File: src/sv/rgh_pkg.sv
package rgh_pkg;

  localparam int NUM_BINS  = 32;
  localparam int BIN_W     = 5;
  localparam int CH_W      = 5;
  localparam int PIX_W     = 16;
  localparam int HGT_W     = 16;
  localparam int CFG_W     = 16;
  localparam int CFG_IDX_W = 2;

  // Register indexes of the configuration port.
  localparam logic [CFG_IDX_W-1:0] CFG_ADJ_EN   = 2'd0;
  localparam logic [CFG_IDX_W-1:0] CFG_BRIGHT   = 2'd1;
  localparam logic [CFG_IDX_W-1:0] CFG_CONTRAST = 2'd2;
  localparam logic [CFG_IDX_W-1:0] CFG_HEIGHT   = 2'd3;

  localparam logic [HGT_W-1:0] HEIGHT_RST = 16'd256;

  localparam longint unsigned RGH_MAX_PIXELS = 64'd4194304;

  // Reciprocal constants for the divisions by 15 and by 3.
  localparam logic [11:0] RECIP15    = 12'd2185;
  localparam int          RECIP15_SH = 15;
  localparam logic [9:0]  RECIP3     = 10'd683;
  localparam int          RECIP3_SH  = 11;

  typedef struct packed {
    logic             vld;
    logic [BIN_W-1:0] gray;
    logic             last;
  } rgh_pix_t;

  typedef struct packed {
    logic             start;
    logic [BIN_W-1:0] idx;
    logic             last;
  } rgh_feed_t;

  typedef enum logic [1:0] {
    HS_COUNT,
    HS_READ,
    HS_FEED
  } rgh_hstate_t;

  typedef enum logic [1:0] {
    SC_IDLE,
    SC_MUL,
    SC_DIV,
    SC_DONE
  } rgh_sstate_t;

endpackage

File: src/sv/rgh_pix_if.sv
interface rgh_pix_if import rgh_pkg::*; ();
  logic             valid;
  logic             ready;
  logic [PIX_W-1:0] pixel;
  logic             last_pixel;

  modport source (output valid, output pixel, output last_pixel, input ready);
  modport sink (input valid, input pixel, input last_pixel, output ready);
endinterface

File: src/sv/rgh_bin_if.sv
interface rgh_bin_if import rgh_pkg::*; ();
  logic             valid;
  logic             ready;
  logic [BIN_W-1:0] bin_index;
  logic [HGT_W-1:0] bin_height;
  logic             last_bin;

  modport source (output valid, output bin_index, output bin_height, output last_bin,
                  input ready);
  modport sink (input valid, input bin_index, input bin_height, input last_bin,
                output ready);
endinterface

File: src/sv/rgh_gray.sv
module rgh_gray import rgh_pkg::*; (
  input  logic             clk,
  input  logic             rst_n,
  input  logic             take,
  input  logic [PIX_W-1:0] pixel,
  input  logic             last_pixel,
  input  logic             adj_en,
  input  logic [8:0]       bright,
  input  logic [8:0]       contrast,
  output rgh_pix_t         pix
);

  logic signed [8:0]  b_s, c_s, b_adj, c_adj;
  logic signed [5:0]  b_q, c_q;
  logic signed [6:0]  c_m;
  logic signed [9:0]  b15;
  logic               adj;

  logic signed [12:0] v_nxt [3];
  logic signed [12:0] v_r   [3];
  logic               a_vld_r, a_last_r;

  logic [CH_W-1:0]    q [3];
  logic [6:0]         sum_nxt, sum_r;
  logic               b_vld_r, b_last_r;
  logic [16:0]        prod3;

  // Division by 8 truncating toward zero.
  always_comb begin
    b_s   = bright;
    c_s   = contrast;
    b_adj = b_s[8] ? b_s + 9'sd7 : b_s;
    c_adj = c_s[8] ? c_s + 9'sd7 : c_s;
    b_q   = 6'(b_adj >>> 3);
    c_q   = 6'(c_adj >>> 3);
    c_m   = 7'(c_q) + 7'sd15;
    b15   = 10'(b_q) * 10'sd15;
    adj   = adj_en && ((b_q != 6'sd0) || (c_q != 6'sd0));
  end

  // Without adjustment the channel goes through as 15*i, which maps back to i.
  function automatic logic signed [12:0] chan_v(input logic [CH_W-1:0] i,
                                                input logic signed [6:0] cm,
                                                input logic signed [9:0] bb,
                                                input logic en);
    logic signed [12:0] iv;
    iv = {8'b0, i};
    return en ? (iv * 13'(cm)) + 13'(bb) : iv * 13'sd15;
  endfunction

  function automatic logic [CH_W-1:0] chan_q(input logic signed [12:0] v);
    logic [20:0] prod;
    prod = 21'(v[8:0]) * 21'(RECIP15);
    if (v < 13'sd0) begin
      return '0;
    end else if (v >= 13'sd480) begin
      return '1;
    end else begin
      return prod[RECIP15_SH +: CH_W];
    end
  endfunction

  always_comb begin
    v_nxt[0] = chan_v(pixel[14:10], c_m, b15, adj);
    v_nxt[1] = chan_v(pixel[9:5], c_m, b15, adj);
    v_nxt[2] = chan_v(pixel[4:0], c_m, b15, adj);
    for (int k = 0; k < 3; k++) begin
      q[k] = chan_q(v_r[k]);
    end
    sum_nxt = 7'(q[0]) + 7'(q[1]) + 7'(q[2]);
    prod3   = 17'(sum_r) * 17'(RECIP3);
  end

  always_ff @(posedge clk) begin
    if (!rst_n) begin
      a_vld_r <= 1'b0;
      b_vld_r <= 1'b0;
    end else begin
      a_vld_r <= take;
      b_vld_r <= a_vld_r;
    end
    if (take) begin
      v_r      <= v_nxt;
      a_last_r <= last_pixel;
    end
    sum_r    <= sum_nxt;
    b_last_r <= a_last_r;
  end

  assign pix.vld  = b_vld_r;
  assign pix.gray = prod3[RECIP3_SH +: BIN_W];
  assign pix.last = b_last_r;

endmodule

File: src/sv/rgh_hist.sv
module rgh_hist import rgh_pkg::*; #(
  parameter longint unsigned MAX_PIXELS = RGH_MAX_PIXELS,
  parameter int              CNT_W      = $clog2(MAX_PIXELS + 1)
) (
  input  logic             clk,
  input  logic             rst_n,
  input  rgh_pix_t         pix,
  input  logic             sc_idle,
  output rgh_feed_t        feed,
  output logic [CNT_W-1:0] count,
  output logic [CNT_W-1:0] max_count,
  output logic             counting
);

  localparam logic [CNT_W-1:0] MAX_CNT = CNT_W'(MAX_PIXELS);

  logic [CNT_W-1:0]    mem [NUM_BINS];
  logic [NUM_BINS-1:0] ent_vld_r;

  rgh_hstate_t      st_r, st_nxt;
  logic [BIN_W-1:0] k_r, k_nxt;
  logic [BIN_W-1:0] raddr;
  logic [CNT_W-1:0] rd_r;
  logic             rvld_r;
  logic             clr;

  logic             w_vld_r, w_last_r;
  logic [BIN_W-1:0] w_addr_r;
  logic             fw_vld_r;
  logic [BIN_W-1:0] fw_addr_r;
  logic [CNT_W-1:0] fw_data_r;
  logic [CNT_W-1:0] base, newc;
  logic [CNT_W-1:0] max_r, max_nxt;

  // Back-to-back hits on one bin see the write of the cycle before.
  always_comb begin
    if (fw_vld_r && (fw_addr_r == w_addr_r)) begin
      base = fw_data_r;
    end else begin
      base = rvld_r ? rd_r : '0;
    end
    newc = (base < MAX_CNT) ? base + CNT_W'(1) : base;
  end

  always_comb begin
    st_nxt     = st_r;
    k_nxt      = k_r;
    max_nxt    = max_r;
    clr        = 1'b0;
    feed.start = 1'b0;
    feed.idx   = k_r;
    feed.last  = (k_r == BIN_W'(NUM_BINS - 1));
    raddr      = pix.gray;
    if (w_vld_r && (newc > max_r)) begin
      max_nxt = newc;
    end
    case (st_r)
      HS_COUNT: begin
        if (w_vld_r && w_last_r) begin
          st_nxt = HS_READ;
        end
      end
      HS_READ: begin
        raddr = k_r;
        if (sc_idle) begin
          clr    = 1'b1;
          st_nxt = HS_FEED;
        end
      end
      HS_FEED: begin
        feed.start = 1'b1;
        k_nxt      = k_r + BIN_W'(1);
        if (feed.last) begin
          max_nxt = '0;
          st_nxt  = HS_COUNT;
        end else begin
          st_nxt = HS_READ;
        end
      end
      default: st_nxt = HS_COUNT;
    endcase
  end

  always_ff @(posedge clk) begin
    if (!rst_n) begin
      st_r      <= HS_COUNT;
      k_r       <= '0;
      max_r     <= '0;
      ent_vld_r <= '0;
      w_vld_r   <= 1'b0;
      fw_vld_r  <= 1'b0;
    end else begin
      st_r     <= st_nxt;
      k_r      <= k_nxt;
      max_r    <= max_nxt;
      w_vld_r  <= pix.vld;
      fw_vld_r <= w_vld_r;
      if (w_vld_r) begin
        ent_vld_r[w_addr_r] <= 1'b1;
      end
      if (clr) begin
        ent_vld_r[raddr] <= 1'b0;
      end
    end
    w_addr_r  <= pix.gray;
    w_last_r  <= pix.last;
    fw_addr_r <= w_addr_r;
    fw_data_r <= newc;
    rvld_r    <= ent_vld_r[raddr];
  end

  always_ff @(posedge clk) begin
    if (w_vld_r) begin
      mem[w_addr_r] <= newc;
    end
    rd_r <= mem[raddr];
  end

  assign count     = rvld_r ? rd_r : '0;
  assign max_count = max_r;
  assign counting  = (st_r == HS_COUNT);

endmodule

File: src/sv/rgh_scale.sv
module rgh_scale import rgh_pkg::*; #(
  parameter int CNT_W = 23
) (
  input  logic             clk,
  input  logic             rst_n,
  input  rgh_feed_t        feed,
  input  logic [CNT_W-1:0] count,
  input  logic [CNT_W-1:0] max_count,
  input  logic [HGT_W-1:0] h1,
  output logic             idle,
  rgh_bin_if.source        out
);

  // Numerator 2*count*h1 + max stays below max * 2^(HGT_W+1).
  localparam int NW     = CNT_W + HGT_W + 1;
  localparam int STEP_W = $clog2(HGT_W);

  rgh_sstate_t       st_r, st_nxt;
  logic [CNT_W-1:0]  cnt_r, mx_r;
  logic [NW-1:0]     n_r, n_nxt, d_r, d_nxt;
  logic [HGT_W-1:0]  q_r, q_nxt;
  logic [STEP_W-1:0] step_r, step_nxt;
  logic [BIN_W-1:0]  idx_r;
  logic              last_r, zero_r;
  logic [NW-1:0]     prod;
  logic              ge, load;

  logic              o_vld_r;
  logic [BIN_W-1:0]  o_idx_r;
  logic [HGT_W-1:0]  o_hgt_r;
  logic              o_last_r;

  always_comb begin
    prod     = NW'(cnt_r) * NW'(h1);
    ge       = (n_r >= d_r);
    st_nxt   = st_r;
    n_nxt    = n_r;
    d_nxt    = d_r;
    q_nxt    = q_r;
    step_nxt = step_r;
    load     = 1'b0;
    case (st_r)
      SC_IDLE: begin
        if (feed.start) begin
          st_nxt = SC_MUL;
        end
      end
      SC_MUL: begin
        n_nxt    = (prod << 1) + NW'(mx_r);
        d_nxt    = NW'(mx_r) << HGT_W;
        step_nxt = '0;
        st_nxt   = SC_DIV;
      end
      SC_DIV: begin
        // One quotient bit per cycle, most significant first.
        n_nxt    = ge ? n_r - d_r : n_r;
        d_nxt    = d_r >> 1;
        q_nxt    = {q_r[HGT_W-2:0], ge};
        step_nxt = step_r + STEP_W'(1);
        if (step_r == STEP_W'(HGT_W - 1)) begin
          st_nxt = SC_DONE;
        end
      end
      SC_DONE: begin
        if (!o_vld_r || out.ready) begin
          load   = 1'b1;
          st_nxt = SC_IDLE;
        end
      end
      default: st_nxt = SC_IDLE;
    endcase
  end

  always_ff @(posedge clk) begin
    if (!rst_n) begin
      st_r    <= SC_IDLE;
      o_vld_r <= 1'b0;
    end else begin
      st_r <= st_nxt;
      if (load) begin
        o_vld_r <= 1'b1;
      end else if (out.ready) begin
        o_vld_r <= 1'b0;
      end
    end
    n_r    <= n_nxt;
    d_r    <= d_nxt;
    q_r    <= q_nxt;
    step_r <= step_nxt;
    if ((st_r == SC_IDLE) && feed.start) begin
      cnt_r  <= count;
      mx_r   <= max_count;
      idx_r  <= feed.idx;
      last_r <= feed.last;
      zero_r <= (max_count == '0);
    end
    if (load) begin
      o_idx_r  <= idx_r;
      o_hgt_r  <= zero_r ? '0 : q_r;
      o_last_r <= last_r;
    end
  end

  assign idle           = (st_r == SC_IDLE);
  assign out.valid      = o_vld_r;
  assign out.bin_index  = o_idx_r;
  assign out.bin_height = o_hgt_r;
  assign out.last_bin   = o_last_r;

endmodule

File: src/sv/rgb555_adjusted_gray_histogram.sv
// Gray-level histogram of RGB555 pixels with optional brightness and contrast
// mapping. Within a frame one pixel request is taken every clock; each pixel
// is mapped, averaged into one of 32 bins and counted by a read-modify-write
// of the bin store, with forwarding between back-to-back hits on one bin.
// The request marked last_pixel closes the frame: input stays stalled while
// the pixel pipeline drains and the 32 bins are scaled and emitted in order.
// Each bin is scaled by the serial 16-step divider that forms the rounded
// height. The next pixel can be taken once the final bin enters the scaler,
// before that bin is emitted; a stalled output holds the sweep and the input
// with it. Emitted bins are cleared as they are read. The bin store comes out
// of reset empty through per-bin valid flags, so no clearing pass is needed.
// Configuration is to be written between frames; the block itself does not
// enforce this.
module rgb555_adjusted_gray_histogram import rgh_pkg::*; #(
  parameter longint unsigned MAX_PIXELS = RGH_MAX_PIXELS
) (
  input  logic                 clk,
  input  logic                 rst_n,
  input  logic                 cfg_we,
  input  logic [CFG_IDX_W-1:0] cfg_idx,
  input  logic [CFG_W-1:0]     cfg_wdata,
  rgh_pix_if.sink              in_pix,
  rgh_bin_if.source            out_bin
);

  localparam int CNT_W = $clog2(MAX_PIXELS + 1);

  logic             adj_en_r;
  logic [8:0]       bright_r, contrast_r;
  logic [HGT_W-1:0] height_r;
  logic [HGT_W-1:0] h1;

  logic             take;
  logic             last_pend_r;
  logic             counting;
  logic             sc_idle;
  rgh_pix_t         pix;
  rgh_feed_t        feed;
  logic [CNT_W-1:0] count, max_count;

  always_ff @(posedge clk) begin
    if (!rst_n) begin
      adj_en_r   <= 1'b0;
      bright_r   <= '0;
      contrast_r <= '0;
      height_r   <= HEIGHT_RST;
    end else if (cfg_we) begin
      case (cfg_idx)
        CFG_ADJ_EN:   adj_en_r   <= cfg_wdata[0];
        CFG_BRIGHT:   bright_r   <= cfg_wdata[8:0];
        CFG_CONTRAST: contrast_r <= cfg_wdata[8:0];
        CFG_HEIGHT:   height_r   <= cfg_wdata;
        default: ;
      endcase
    end
  end

  // A height of zero behaves as a height of one.
  assign h1 = (height_r == '0) ? '0 : height_r - HGT_W'(1);

  // Once the last pixel is in, hold off requests until the bin sweep is over.
  assign in_pix.ready = counting && !last_pend_r;
  assign take         = in_pix.valid && in_pix.ready;

  always_ff @(posedge clk) begin
    if (!rst_n) begin
      last_pend_r <= 1'b0;
    end else if (take && in_pix.last_pixel) begin
      last_pend_r <= 1'b1;
    end else if (!counting) begin
      last_pend_r <= 1'b0;
    end
  end

  rgh_gray u_gray (
    .clk        (clk),
    .rst_n      (rst_n),
    .take       (take),
    .pixel      (in_pix.pixel),
    .last_pixel (in_pix.last_pixel),
    .adj_en     (adj_en_r),
    .bright     (bright_r),
    .contrast   (contrast_r),
    .pix        (pix)
  );

  rgh_hist #(
    .MAX_PIXELS (MAX_PIXELS),
    .CNT_W      (CNT_W)
  ) u_hist (
    .clk       (clk),
    .rst_n     (rst_n),
    .pix       (pix),
    .sc_idle   (sc_idle),
    .feed      (feed),
    .count     (count),
    .max_count (max_count),
    .counting  (counting)
  );

  rgh_scale #(
    .CNT_W (CNT_W)
  ) u_scale (
    .clk       (clk),
    .rst_n     (rst_n),
    .feed      (feed),
    .count     (count),
    .max_count (max_count),
    .h1        (h1),
    .idle      (sc_idle),
    .out       (out_bin)
  );

  a_last_stalls: assert property (@(posedge clk) disable iff (!rst_n)
    (take && in_pix.last_pixel) |=> !in_pix.ready)
    else $error("pixel request taken after the last pixel of a frame");

  a_last_bin_idx: assert property (@(posedge clk) disable iff (!rst_n)
    (out_bin.valid && out_bin.last_bin) |-> (out_bin.bin_index == BIN_W'(NUM_BINS - 1)))
    else $error("final bin flag on a bin other than the top one");

  a_feed_idle: assert property (@(posedge clk) disable iff (!rst_n)
    feed.start |-> (sc_idle && !counting))
    else $error("bin handed to the scaler outside the sweep or while it is busy");

endmodule
File: src/flat_wrapper.sv
// flat-port wrapper written by rule: the top's interface ports become plain ports
module rgb555_adjusted_gray_histogram_flat import rgh_pkg::*;
#(
  parameter longint unsigned MAX_PIXELS = RGH_MAX_PIXELS
)
  (clk, rst_n, cfg_we, cfg_idx, cfg_wdata, in_pix_valid, in_pix_pixel, in_pix_last_pixel, in_pix_ready, out_bin_valid, out_bin_bin_index, out_bin_bin_height, out_bin_last_bin, out_bin_ready);
  rgh_pix_if in_pix_i ();
  rgh_bin_if out_bin_i ();
  input  logic clk;
  input  logic rst_n;
  input  logic cfg_we;
  input  logic [CFG_IDX_W-1:0] cfg_idx;
  input  logic [CFG_W-1:0] cfg_wdata;
  input wire logic [$bits(in_pix_i.valid)-1:0] in_pix_valid;
  input wire logic [$bits(in_pix_i.pixel)-1:0] in_pix_pixel;
  input wire logic [$bits(in_pix_i.last_pixel)-1:0] in_pix_last_pixel;
  output wire logic [$bits(in_pix_i.ready)-1:0] in_pix_ready;
  output wire logic [$bits(out_bin_i.valid)-1:0] out_bin_valid;
  output wire logic [$bits(out_bin_i.bin_index)-1:0] out_bin_bin_index;
  output wire logic [$bits(out_bin_i.bin_height)-1:0] out_bin_bin_height;
  output wire logic [$bits(out_bin_i.last_bin)-1:0] out_bin_last_bin;
  input wire logic [$bits(out_bin_i.ready)-1:0] out_bin_ready;
  assign in_pix_i.valid = in_pix_valid;
  assign in_pix_i.pixel = in_pix_pixel;
  assign in_pix_i.last_pixel = in_pix_last_pixel;
  assign in_pix_ready = in_pix_i.ready;
  assign out_bin_valid = out_bin_i.valid;
  assign out_bin_bin_index = out_bin_i.bin_index;
  assign out_bin_bin_height = out_bin_i.bin_height;
  assign out_bin_last_bin = out_bin_i.last_bin;
  assign out_bin_i.ready = out_bin_ready;
  rgb555_adjusted_gray_histogram #(.MAX_PIXELS(MAX_PIXELS)) u_core (.clk(clk), .rst_n(rst_n), .cfg_we(cfg_we), .cfg_idx(cfg_idx), .cfg_wdata(cfg_wdata), .in_pix(in_pix_i), .out_bin(out_bin_i));
endmodule
File: config.mk
export PLATFORM = sky130hd
export DESIGN_NAME = rgb555_adjusted_gray_histogram_flat
export DESIGN_NICKNAME = d
export VERILOG_FILES = /design/src/sv/rgh_pkg.sv /design/src/sv/rgh_pix_if.sv /design/src/sv/rgh_bin_if.sv /design/src/sv/rgh_gray.sv /design/src/sv/rgh_hist.sv /design/src/sv/rgh_scale.sv /design/src/sv/rgb555_adjusted_gray_histogram.sv /design/src/flat_wrapper.sv
export SDC_FILE = /design/constraint.sdc
export NUM_CORES = 2
export LEC_CHECK = 0
export BUFFER_PORTS_ARGS = -buffer_cell sky130_fd_sc_hd__buf_4
export CAP_MARGIN = 5
export CORE_MARGIN = 2
export CORE_UTILIZATION = 50
export DETAILED_ROUTE_END_ITERATION = 16
export GPL_TIMING_DRIVEN = 0
export PLACE_DENSITY = 0.65
export SLEW_MARGIN = 40
export SYNTH_ARGS = -nofsm -noshare
export SYNTH_HDL_FRONTEND = slang
export SYNTH_SLANG_ARGS = --single-unit
File: constraint.sdc
create_clock -name clk -period 17.4 [get_ports clk]
set_input_delay 3.48 -clock clk [delete_from_list [all_inputs] [get_ports clk]]
set_output_delay 3.48 -clock clk [all_outputs]
set_load 0.03 [all_outputs]
; Word level (Yosys, flattened, before mapping)
; Memories as Yosys holds them, arrays and structs flattened. A register that Yosys moved wholly into a read port is not among the register bits.
; Index checks and enable logic that the tools add are counted.
[classes]
add_sub_neg = 14
mul = 12
div = 0
order_cmp = 13
eq_ne = 18
shifts = 0
n_mux = 51
n_bitwise = 3
reduce_logical = 30
[op_table]
columns = operator, n
row1 = one-hot mux 40 bit (2 select lines), 2
row2 = two-way mux 23 bit, 6
row3 = two-way mux 32 bit, 3
row4 = multiplier 9 x 12 -> 20 bit (second input constant), 3
row5 = adder 40 x 23 -> 40 bit, 1
row6 = >= comparator 40 bit, 1
row7 = two-way mux 40 bit, 1
row8 = subtractor 40 bit, 1
row9 = adder 13 x 10 -> 13 bit, 3
row10 = >= comparator 13 x 10 -> 1 bit (second input constant), 3
row11 = < comparator 13 x 1 -> 1 bit (second input constant), 3
row12 = multiplier 23 x 16 -> 39 bit, 1
row13 = multiplier 6 x 7 -> 13 bit, 3
row14 = two-way mux 13 bit, 3
row15 = two-way mux 5 bit, 7
row16 = AND 32 bit, 1
row17 = inverter 32 bit, 1
row18 = bitwise OR 32 bit, 1
row19 = multiplier 5 x 4 -> 9 bit (second input constant), 3
row20 = adder 23 x 1 -> 23 bit (second input constant), 1
row21 = > comparator 23 bit, 1
row22 = zero test 23 bit, 1
row23 = < comparator 23 bit (second input constant), 1
row24 = adder 9 x 4 -> 9 bit (second input constant), 2
row25 = other kinds (35), 88
[totals]
reg_bits = 363
latchBits = 0
ram_bits = 736
romBits = 0
inputBits = 40
output_inout_bits = 24
elab_cells = 180
mem_count = 1
[mem_list]
columns = memory, words, width, read_ports, rd_ports_with_merged_regs, wr, line_no
row1 = u_core.u_hist.mem, 32, 23, 1, 1, 1, rgh_hist.sv:17  ; logic [CNT_W-1:0] mem [NUM_BINS];

; Logic depth before layout (Yosys ltp)
[depth]
depth_word = 10
mapped_depth = 39
mapped_depth_nobuf = 38

; Hierarchy
; Synthesis repeated with hierarchy kept, for this count alone.
[hier_totals]
cells_unflattened = 5693
area_unflattened_um2 = 70034.7
[by_module_without_submodules]
columns = mod, instances, cells_per_inst, area_per_inst_um2, seq_area_each_um2
row1 = rgh_hist, 1, 1797, 33254.4, 24543.5
row2 = rgh_scale, 1, 2342, 22387.7, 5285.1
row3 = rgh_gray, 1, 1344, 12630.9, 1401.3
row4 = rgb555_adjusted_gray_histogram, 1, 210, 1761.7, 720.7

; Worst setup path before layout
; No wires, ideal clock.
[synth_path]
path_kind = register -> register
from = register u_core.height_r[7]
to = register u_core.u_scale.n_r[39], data pin
setup_ns = 0.268
arrival_time_ns = 8.491
t_required_ns = 17.132
slack_ns = 8.642
stages_incl_launch_ff = 37
synth_period_minus_slack_ns = 8.758
path_cell_list = dfxtp_1 > clkbuf_1 > or4_1 > nor3_1 > nand2_1 > or3_1 > nor3_1 > a21o_1 > clkbuf_1 > nand2_1 > fa_1 > fa_1 > inv_1 > fa_1 > inv_1 > fa_1 > inv_1 > fa_1 > fa_1 > ha_1 > clkbuf_1 > nand4_1 > o21ai_0 > a31oi_1 > o31ai_4 > nand3_1 > nand2_1 > xor2_1 > ha_1 > nand2_1 > o21ai_0 > o21ai_1 > nor3_2 > nand3_1 > nor4_1 > mux2i_1 > o211ai_1
[synth_via]
elab_chain_len = 5
[synth_lines]
columns = element, line_no
row1 = start: declaration, rgb555_adjusted_gray_histogram.sv:30  ; logic [HGT_W-1:0] height_r;
row2 = start signal: assignment, rgb555_adjusted_gray_histogram.sv:52  ; CFG_HEIGHT: height_r <= cfg_wdata;
row3 = subtractor 16 x 1 -> 16 bit or zero test 16 bit (tied branches), rgb555_adjusted_gray_histogram.sv:59  ; assign h1 = (height_r == '0) ? '0 : height_r - HGT_W'(1);
row4 = two-way mux 16 bit *, rgb555_adjusted_gray_histogram.sv:59
row5 = multiplier 23 x 16 -> 39 bit *, rgh_scale.sv:34  ; prod = NW'(cnt_r) * NW'(h1);
row6 = adder 40 x 23 -> 40 bit *, rgh_scale.sv:49  ; n_nxt = (prod << 1) + NW'(mx_r);
row7 = one-hot mux 40 bit (2 select lines) *, rgh_scale.sv:42  ; case (st_r)
row8 = net u_core.u_scale.n_nxt[39], rgh_scale.sv:20  ; logic [NW-1:0] n_r, n_nxt, d_r, d_nxt;
row9 = end signal: assignment, rgh_scale.sv:86  ; n_r <= n_nxt;
row10 = end: declaration, rgh_scale.sv:20
; The timed path passes the listed nets; every way through them passes the cells marked *.
; A chain may end at the register's enable or synchronous reset.

; Worst setup path in the final report
; Same ends and word-level chain as after synthesis.

==> reports/results.txt <==
Resize count post-CTS - 0
CP Data Arrival Time - 10.95 ns
Layout cell share with drive strength beyond 1 - 8.38%
Status - completed
Initial antenna violation count - 12
Total CTS buffers - 112
Cell mode on critical path - fa_1
Synth Area in Compound Gates - 7.05%
Startpoint types - flip-flop
IO Count - 64
Fin Setup TNS - 0 ns
CTS Root Buffer Type - clkbuf_16
Post-synth ARST share - 0%
RSZ-0062 raised after global routing - no
DRC violations left - 0
Critical Path Fanout Max - 10
Critical Path End Type - flip-flop
Full die area - 0.144 mm2
Post-Syn Nets - 7706
Min Tclk post-route - 10.47 ns
Mux cell area share after synthesis - 1.30%
Hold Path Class - flip-flop to flip-flop
Post-CTS Setup Bufs - 0
Post-Synth Simple-Gate Area - 16.8%
Average wire per standard cell - 22.0 um
CTS Hold Bufs - 0
#FFs+latches synth - 1121
Tightest Pin Transition - 0.909 ns
Post-Syn Area - 0.0704 mm2
Cells after synthesis - 6745
Top cells by area, synth - edfxtp_1, fa_1, ha_1, nand2_1, dfxtp_1
Xor/xnor cell area share of the yosys netlist - 3.01%
Initial detailed-routing violation count - 4631
IO buf count - 62
Largest family of logic cells by synthesized area - adder cells
Main flop type after synthesis - edfxtp_1
WHS - 0.339 ns
WP data required - 17.88 ns
Layout area overhead - 12.3%
Slew HR - 38.8%
Vias in the first global route - 49.8k
Worst-path clk slew - 0.07 ns
Sequential share of the synthesized area - 45.4%
Final HPWL from detailed placement - 153000 um
Total track usage - 28.0%
Top achievable clock speed - 95.5 MHz
Post-synth EDFFs - 950
TritonRoute pass-1 iters - 6
Global-route wire length before repair - 304000 um
Final hold violations - 0
Skew final - 0.0887 ns
Adder-Cell Fraction of Synth Area - 21.1%
Clock tree buffer depth - 3
H-Tree Depth - 3
Syn_area_per_cell - 10.4 um2
Row count - 137
Final Max Slew Viols - 0
Final WL - 198000 um
Yosys cell types - 87
Initial core utilization - 50.4%
Nets - 7990
# clock sinks - 1121
Count of final setup violators - 0
CTS tree - built
Via count - 50.6k
Worst-Skew Late Latency - 0.76 ns
Max-Cap Viols - 0
Yosys warns - 0
Chip width - 379 um
Total congestion overflow - 0
Synth top area share - 40.5%
Die Ht - 379 um
Max incr delay on CP - 0.58 ns
Final ANT Viol Nets - 0
Largest net degree at the start of global routing - 47
Core area - 0.140 mm2
WS Path Type - flip-flop to flip-flop
Fin crit share - 60.2%
Yosys top cell by area - edfxtp_1
Critical-path top delay cell - or4_1
Vias per cell - 5.62
Placer Congestion - 1.00
==> layout by cell type, fill, tap and decap left out, types with 171 or more instances in the layout <==
| cell | instances |
|---|---|
| and2_1 | 192 |
| o21ai_0 | 172 |
| fa_1 | 446 |
| a21oi_1 | 217 |
| dfxtp_1 | 171 |
| clkbuf_1 | 184 |
| nand2_1 | 1282 |
| nand3_1 | 490 |
| nor2_1 | 254 |
| edfxtp_1 | 950 |
| inv_1 | 681 |
| ha_1 | 473 |
==> cell type report <==
| class | instances | area [um2] |
|---|---|---|
| Clock buffer | 146 | 3020 |
| Inverter | 684 | 2570 |
| Sequential cell | 1121 | 32000 |
| Timing Repair Buffer | 170 | 1910 |
| Buffer | 288 | 1240 |
| Fill cell | 11900 | 60600 |
| Antenna cell | 3 | 7.51 |
| Tap cell | 1876 | 2350 |
| Multi-Input combinational cell | 4652 | 35300 |
| Clock inverter | 66 | 741 |
==> routing by layer <==
layer	wire length (um)	global-route usage [%]	share of wire, %	vias up
li1	-	-	-	23500
met1	84700	38.8	43	25100
met2	92100	45.2	47	1762
met3	12300	3.42	6.2	341
met4	8820	10.8	4.5	8
met5	49	0	0.025	-
==> logic make-up after synthesis <==
logic type / after synthesis
buf+inv: 972
compound gates: 787
mux: 87
xor+xnor: 242
fa+ha+maj: 921
flops: 1121
simple gates: 2615
==> cells in the mapped netlist, types with 42 or more instances <==
cell / count
xnor2_1: 167
a31oi_1: 85
ha_1: 475
o21ai_0: 178
and2_1: 194
nor3_1: 63
edfxtp_1: 950
nand3_1: 491
nor2b_1: 71
buf_2: 109
a21oi_1: 219
nand2_1: 1283
dfxtp_1: 171
xor2_1: 75
a21o_1: 80
nor2_1: 287
mux2i_1: 52
inv_1: 681
fa_1: 446
clkbuf_1: 160
and3_1: 42
==> flip-flops by register name, indices dropped and copies added, names as in the netlist, 4 cells and up <==
register and count:
u_core.u_hist.mem 736, u_core.u_scale.n_r 40, u_core.u_gray.v_r 39, u_core.u_scale.d_r 39, u_core.u_hist.ent_vld_r 32, u_core.u_hist.fw_data_r 23, u_core.u_hist.max_count 23, u_core.u_hist.rd_r 23
u_core.u_scale.cnt_r 23, u_core.u_scale.mx_r 23, u_core.height_r 16, u_core.u_scale.out.bin_height 16, u_core.u_scale.q_r 16, u_core.bright_r 9, u_core.contrast_r 9, u_core.u_gray.sum_r 7
u_core.u_hist.fw_addr_r 5, u_core.u_hist.k_r 5, u_core.u_hist.w_addr_r 5, u_core.u_scale.idx_r 5, u_core.u_scale.out.bin_index 5, u_core.u_scale.step_r 4
==> path summary, 6_finish.rpt <==
check                                       startpoint  cells past startpoint                     end  slack [ns]
worst max register to register      u_core.height_r[7]                     36  u_core.u_scale.n_r[39]        6.93
worst min register to register  u_core.u_gray.b_last_r                      0  u_core.u_hist.w_last_r        0.34
worst min-delay path            u_core.u_gray.b_last_r                      0  u_core.u_hist.w_last_r        0.34
worst max-delay path                u_core.height_r[7]                     36  u_core.u_scale.n_r[39]        6.93
==> metrics by stage <==
stage	area, um2	std cells	utilization (%)	worst slack (ns)
after floorplan	70400	6745	-	8.64
after global placement	73200	8683	52.4	7.03
after detailed placement	75200	8789	53.9	6.95
after CTS	79000	9001	56.5	6.92
after global routing	79100	9004	56.6	6.30
final	79100	9006	56.6	6.93
==> worst max-delay path: cells and delay by family, from the launching register on <==
family / cells / cell delay [ns]
mux: 1 / 0.24
flops: 1 / 0.30
buf+inv: 6 / 1.11
xor+xnor: 1 / 0.19
fa+ha+maj: 8 / 3.85
simple gates: 13 / 3.08
compound gates: 7 / 1.48
Power is not shown: default switching activity piles up to over one toggle a cycle in this logic, so the estimate is an artifact.
